**src/hdl/sist_ram.sv**
```systemverilog
`timescale 1ns / 1ps
// Generic single-write, single-read RAM with registered read data.
// No dependencies.
module sist_ram #(
   parameter int WIDTH = 128,
   parameter int DEPTH = 16
) (
   input  logic                     clock,
   input  logic                     wr_en,
   input  logic [$clog2(DEPTH)-1:0] wr_addr,
   input  logic [WIDTH-1:0]         wr_data,
   input  logic [$clog2(DEPTH)-1:0] rd_addr,
   output logic [WIDTH-1:0]         rd_data
);

   logic [WIDTH-1:0] mem [DEPTH];
   logic [WIDTH-1:0] rd_data_ff;

   always_ff @(posedge clock) begin
      if (wr_en) begin
         mem[wr_addr] <= wr_data;
      end
      rd_data_ff <= mem[rd_addr];
   end

   assign rd_data = rd_data_ff;

endmodule

```
**config.mk**
```make
export PLATFORM = sky130hd
export DESIGN_NAME = sist_ram
export DESIGN_NICKNAME = d
export VERILOG_FILES = /design/src/hdl/sist_ram.sv
export SDC_FILE = /design/constraint.sdc
export NUM_CORES = 1
export LEC_CHECK = 0
export BUFFER_PORTS_ARGS = -buffer_cell sky130_fd_sc_hd__clkbuf_2
export CORE_UTILIZATION = 45
export CTS_CLUSTER_SIZE = 25
export DETAILED_ROUTE_END_ITERATION = 16
export HOLD_SLACK_MARGIN = 0.05
export PLACE_DENSITY = 0.69
export SLEW_MARGIN = 20
export SYNTH_ARGS = -nofsm -noshare
export SYNTH_HDL_FRONTEND = slang
export SYNTH_SLANG_ARGS = --single-unit
```
**constraint.sdc**
```tcl
create_clock -name clock -period 31.1 [get_ports clock]
set_input_delay 1.555 -clock clock [delete_from_list [all_inputs] [get_ports clock]]
set_output_delay 1.555 -clock clock [all_outputs]
set_load 0.005 [all_outputs]
```
==> flow_summary_export.csv, run 1 <==
group,metric,value,unit
clock_tree,clock_path_buffers,3,
worst_setup_path,crit_required,31.82,ns
global_routing,grt_pass1_vias,37300,
run,drv_cap,0,
clock_tree,cts_root_buf,"clkbuf_16",
placement,gp_congestion,0.714,
layout,stdcell_area,90400,um2
placement,place_hpwl,88.1,mm
worst_setup_path,reg2reg_depth,3,
floorplanning,io_pins,266,
clock_tree,path_clk_slew,0.06,ns
timing,tightest_slew,1.10,ns
hold_path,min_to,"rd_data[81]",
clock_tree,cts_tree,"done",
clock_tree,h-tree-depth,4,
layout,drive_above_1_share,0.311,
yosys,avgSynthCellArea,23.7,um2
hold_path,worst_hold_startpoint,"mem[14][81]",
yosys,ys_seq_area_frac,0.806,
global_routing,track_usage,0.202,
layout,layout_commonest_cell,"edfxtp_1",
timing,max_slew_margin,0.267,
timing,fmax,189,MHz
yosys,ys_async_sr_fraction,0,
detailed_routing,vias_per_cell,5.80,
hold_path,hold_class,"reg2reg",
worst_setup_path,r2r_end,"rd_data[55]",
detailed_routing,detail_route.wl_per_cell,28.8,um
global_routing,antenna_found_initial,44,
timing,hold_viol_final,0,
global_routing,grt_max_degree,120,
yosys,yosysWarningCount,0,
clock_tree,hold_buffers,0,
floorplanning,die_h,422,um
hold_path,hold_path_depth,3,
yosys,synth_ff_type,"edfxtp_1",
power,p_seq_frac,0.544,
layout,seqCellArea,64100,um2
floorplanning,die_x,422,um
yosys,synth_cells,3357,
detailed_routing,wirelength,180,mm
layout,n_fill_cell,13300,
timing,fin_crit_sh,0.170,
timing,finalClockSkew,0.0237,ns
placement,dpl_cell_area,83600,um2
timing,holdWs,0.658,ns
status,status,"finished clean",
yosys,syn-num-nets,3495,
timing,setup-tns-final,0,ns
layout,utilization,0.518,
detailed_routing,antenna_left,0,
floorplanning,die_area,178000,um2
worst_setup_path,cp_data_arrival_time,6.00,ns
global_routing,grt_first_pass_wirelength,260,mm
global_routing,grt_overflow,0,
worst_setup_path,cp_max_fo,76,
clock_tree,post_cts_resized,0,
placement,port_buffers,265,
clock_tree,post-cts-setup-buffers,0,
yosys,yosys.cell_types.count,25,
power,p_leak,28.9,nW
worst_setup_path,critical_path_class,"in2reg",
power,p_int,4.82,mW
timing,rsz0062_at_grt,"no",
floorplanning,core,175000,um2
layout,final_cell_mix,"2048 x edfxtp_1, 477 x mux4_2, 261 x clkbuf_2",
clock_tree,numClockSinks,2176,
power,irDropWorstVdd,0.0521,mV
worst_setup_path,timing.rr.start,"mem[7][55]",
layout,multiInputGateArea,14700,um2
power,switching_share,0.207,
timing,final.min_clock_period,5.28,ns
power,clkPwrFrac,0.410,
floorplanning,start_util,0.455,
power,power_frac_comb,0.046,
detailed_routing,drt_iter0_drc,4028,
timing,finalMaxSlewViolations,0,
clock_tree,clk_latency,0.84,ns
worst_setup_path,r2r_slack,29.67,ns
floorplanning,row_count,153,
yosys,synth_edf_count,2048,
layout,num-nets-final,3855,
clock_tree,cts_buffers,200,
power,power.switching,1.26,mW
yosys,syn_area,79400,um2
timing,finalSetupViolations,0,
detailed_routing,drcViolationCount,0,
worst_setup_path,end_kind,"flop",
worst_setup_path,critical_path.startpoint_type,"input pin",
power,power_density,67.2,nW/um2
yosys,synth-seq-cells,2176,
detailed_routing,drt_pass1_iterations,7,
layout,syn2layout_area_growth,13.8,%
detailed_routing,vias,36100,
[cells by family (layout without fill, tap and decap cells)]
| logic type | after synthesis | after routing | share of synthesized area |
|---|---|---|---|
| flops | 2176 | 2176 | 0.806 |
| other cells | 0 | 11 | 0 |
| compound gates | 273 | 273 | 0.0259 |
| buf+inv | 176 | 712 | 0.0108 |
| mux | 565 | 565 | 0.147 |
| simple gates | 167 | 167 | 0.00967 |
[sequential cells by signal (all words and copies together), names as in the netlist]
signal and flops:
rd_data 128, mem 2048
[final cells by class]
| class | count | area share |
|---|---|---|
| multi-input combinational | 1005 | 0.162 |
| clock buffer | 270 | 0.0613 |
| clock inverter | 108 | 0.0131 |
| tap | 2325 | 0.0322 |
| timing repair buffer | 334 | 0.0222 |
| antenna | 11 | 0.000304 |
| sequential | 2176 | 0.709 |
[layer usage]
metal	vias up	global-route usage	wire, um
li1	15000	-	-
met1	19500	0.272	72100
met2	1336	0.329	89900
met3	276	0.0413	12700
met4	32	0.0669	4650
met5	-	0	205
[metrics by stage]
step | cells | setup WS [ns] | power (mW)
6_report | 6229 | 25.82 | 6.07
2_1_floorplan | 3357 | 19.62 | 3.52
3_3_place_gp | 5840 | 24.86 | 3.64
4_1_cts | 6218 | 25.77 | 6.12
5_1_grt | 6228 | 25.39 | 6.25
3_5_place_dp | 5840 | 24.85 | 3.65
[worst max-delay path by stage]
stage                from     endpoint  slack [ns]  depth (start not counted)
2_1_floorplan  wr_addr[2]    mem[0][0]       19.62                          2
3_3_place_gp   rd_addr[0]  rd_data[53]       24.86                          8
3_5_place_dp   rd_addr[0]  rd_data[47]       24.85                          8
4_1_cts        rd_addr[0]  rd_data[47]       25.77                          8
5_1_grt        rd_addr[0]  rd_data[47]       25.39                          8
6_report       rd_addr[0]  rd_data[47]       25.82                          8
[cells in the mapped netlist, types with 6 or more instances]
master	number	area [um2]
o221ai_1	23	201
buf_2	86	430
nand2b_1	16	100
nor2b_1	29	181
buf_4	12	90.1
buf_6	6	67.6
dfxtp_1	128	2560
clkbuf_1	65	244
edfxtp_1	2048	61500
buf_1	7	26.3
a221oi_1	12	105
o21ai_0	17	85.1
nor2_1	15	56.3
a22oi_1	215	1610
mux2i_1	24	240
nand2_1	95	357
o22a_1	6	52.6
mux2_2	64	721
mux4_2	477	10700
[power by group through the flow]
| stage | Sequential [mW] | Clock (mW) | Combinational [mW] |
|---|---|---|---|
| floorplan | 3.36 | 0 | 0.157 |
| global placement | 3.37 | 0 | 0.277 |
| detailed placement | 3.37 | 0 | 0.281 |
| CTS | 3.31 | 2.53 | 0.282 |
| global route | 3.31 | 2.64 | 0.298 |
| finish | 3.31 | 2.49 | 0.277 |
[worst max-delay path, cell delays in order]
cell and delay [ns]:
buf_8 0.56, buf_4 0.68, buf_4 0.75, buf_4 0.60
buf_4 0.69, mux4_2 0.59, a22oi_1 0.22, nand2_1 0.07
No activity file was read; power rests on OpenSTA's default activity.
==> run 2: changes to the inputs <==
PLACE_DENSITY = 0.71   (was 0.69)
clock period = 4.7 ns   (was 31.1 ns; I/O delays follow)
==> flow_summary_export.csv, run 2 (same netlist as run 1, synthesis figures left out) <==
group,metric,value,unit
floorplanning,die_area,178000,um2
clock_tree,path_clk_slew,0.07,ns
layout,syn2layout_area_growth,16.2,%
floorplanning,io_pins,266,
timing,fmax,415,MHz
power,irDropWorstVdd,0.328,mV
timing,finalSetupViolations,0,
clock_tree,post_cts_resized,0,
placement,place_hpwl,92.2,mm
worst_setup_path,crit_required,5.17,ns
layout,drive_above_1_share,0.300,
clock_tree,hold_buffers,134,
layout,multiInputGateArea,14700,um2
clock_tree,cts_root_buf,"clkbuf_16",
clock_tree,h-tree-depth,4,
layout,largest-register,"mem",
layout,stdcell_area,92400,um2
timing,holdWs,0.236,ns
worst_setup_path,end_kind,"flop",
timing,max_slew_margin,0.250,
clock_tree,clk_latency,0.83,ns
timing,setup-tns-final,0,ns
status,status,"finished clean",
floorplanning,die_x,422,um
run,drv_cap,0,
floorplanning,row_count,153,
timing,finalClockSkew,0.0527,ns
placement,port_buffers,265,
detailed_routing,wirelength,180,mm
floorplanning,start_util,0.455,
detailed_routing,drcViolationCount,0,
placement,dpl_cell_area,84300,um2
power,p_leak,29.7,nW
timing,finalMaxSlewViolations,0,
timing,final.min_clock_period,2.41,ns
timing,tightest_slew,1.12,ns
detailed_routing,vias,36900,
timing,hold_viol_final,0,
detailed_routing,vias_per_cell,5.78,
detailed_routing,detail_route.wl_per_cell,28.1,um
clock_tree,post-cts-setup-buffers,0,
floorplanning,die_h,422,um
detailed_routing,drt_iter0_drc,3604,
clock_tree,numClockSinks,2176,
worst_setup_path,cp_data_arrival_time,2.89,ns
global_routing,grt_pass1_vias,38500,
power,power_density,434,nW/um2
global_routing,grt_overflow,0,
timing,fin_crit_sh,0.513,
clock_tree,cts_buffers,203,
layout,n_fill_cell,13100,
detailed_routing,drt_pass1_iterations,5,
clock_tree,cts_tree,"done",
placement,gp_congestion,0.722,
global_routing,grt_max_degree,132,
layout,layout_commonest_cell,"edfxtp_1",
worst_setup_path,critical_path.startpoint_type,"input pin",
power,finalPower,40.1,mW
detailed_routing,antenna_left,0,
global_routing,antenna_found_initial,20,
global_routing,grt_first_pass_wirelength,261,mm
worst_setup_path,cp_max_fo,23,
layout,num-nets-final,4020,
placement,pre_cts_slack,2.02,ns
layout,largest_reg_flops,2048,
layout,seqCellArea,64100,um2
hold_path,hold_class,"in2reg",
worst_setup_path,critical_path_class,"in2reg",
global_routing,track_usage,0.201,
timing,rsz0062_at_grt,"no",
layout,final_cell_mix,"2048 x edfxtp_1, 477 x mux4_2, 261 x clkbuf_2",
timing,setup_ws,2.29,ns
clock_tree,clock_path_buffers,3,
floorplanning,core,175000,um2
[run 2: cell count changes in the layout (fill, tap and decap cells not counted), sizes merged]
cell | before | now
buf | 73 | 101
bufinv | 20 | 15
clkbuf | 531 | 544
clkinv | 73 | 75
diode | 11 | 6
dlygate4sd3 | 0 | 134
inv | 12 | 8
[run 2: where the power goes]
part,switching [mW],internal [mW]
clock,7.01,9.22
sequential,0.190,21.7
combinational,1.13,0.849
[run 2: path summary, 6_finish.rpt]
path	from	end	slack, ns	cells after the start
worst max-delay path	wr_addr[1]	mem[5][82]	2.29	5
worst max register to register	mem[5][55]	rd_data[55]	3.28	3
worst min register to register	mem[12][56]	rd_data[56]	0.64	3
worst min-delay path	wr_addr[3]	mem[1][47]	0.24	3
[run 2: through the flow]
step | cells | utilization
2_1_floorplan | 3357 | -
3_3_place_gp | 5866 | 0.483
3_5_place_dp | 5868 | 0.483
4_1_cts | 6386 | 0.529
5_1_grt | 6390 | 0.529
6_report | 6392 | 0.529
[run 2: critical path: stages]
cell           delay, ns
dlygate4sd3_1       0.53
clkbuf_2            0.25
nand2b_1            0.41
nor2_4              0.92
buf_4               0.48
[run 2: cell type report]
type                            instances  share of cell area
Clock inverter                        101              0.0113
Antenna cell                            6            0.000163
Multi-Input combinational cell       1005               0.159
Clock buffer                          283              0.0608
Tap cell                             2325              0.0315
Sequential cell                      2176               0.694
Timing Repair Buffer                  496              0.0435
[run 2: per-layer routing]
metal / vias up / wire (um) / GRT usage / share of wire
met5: - / 58 / 0 / 0.00032
met4: 10 / 4810 / 0.0613 / 0.027
met3: 270 / 10600 / 0.0323 / 0.059
met2: 1312 / 93900 / 0.349 / 0.52
met1: 19900 / 70500 / 0.260 / 0.39
li1: 15400 / - / - / -
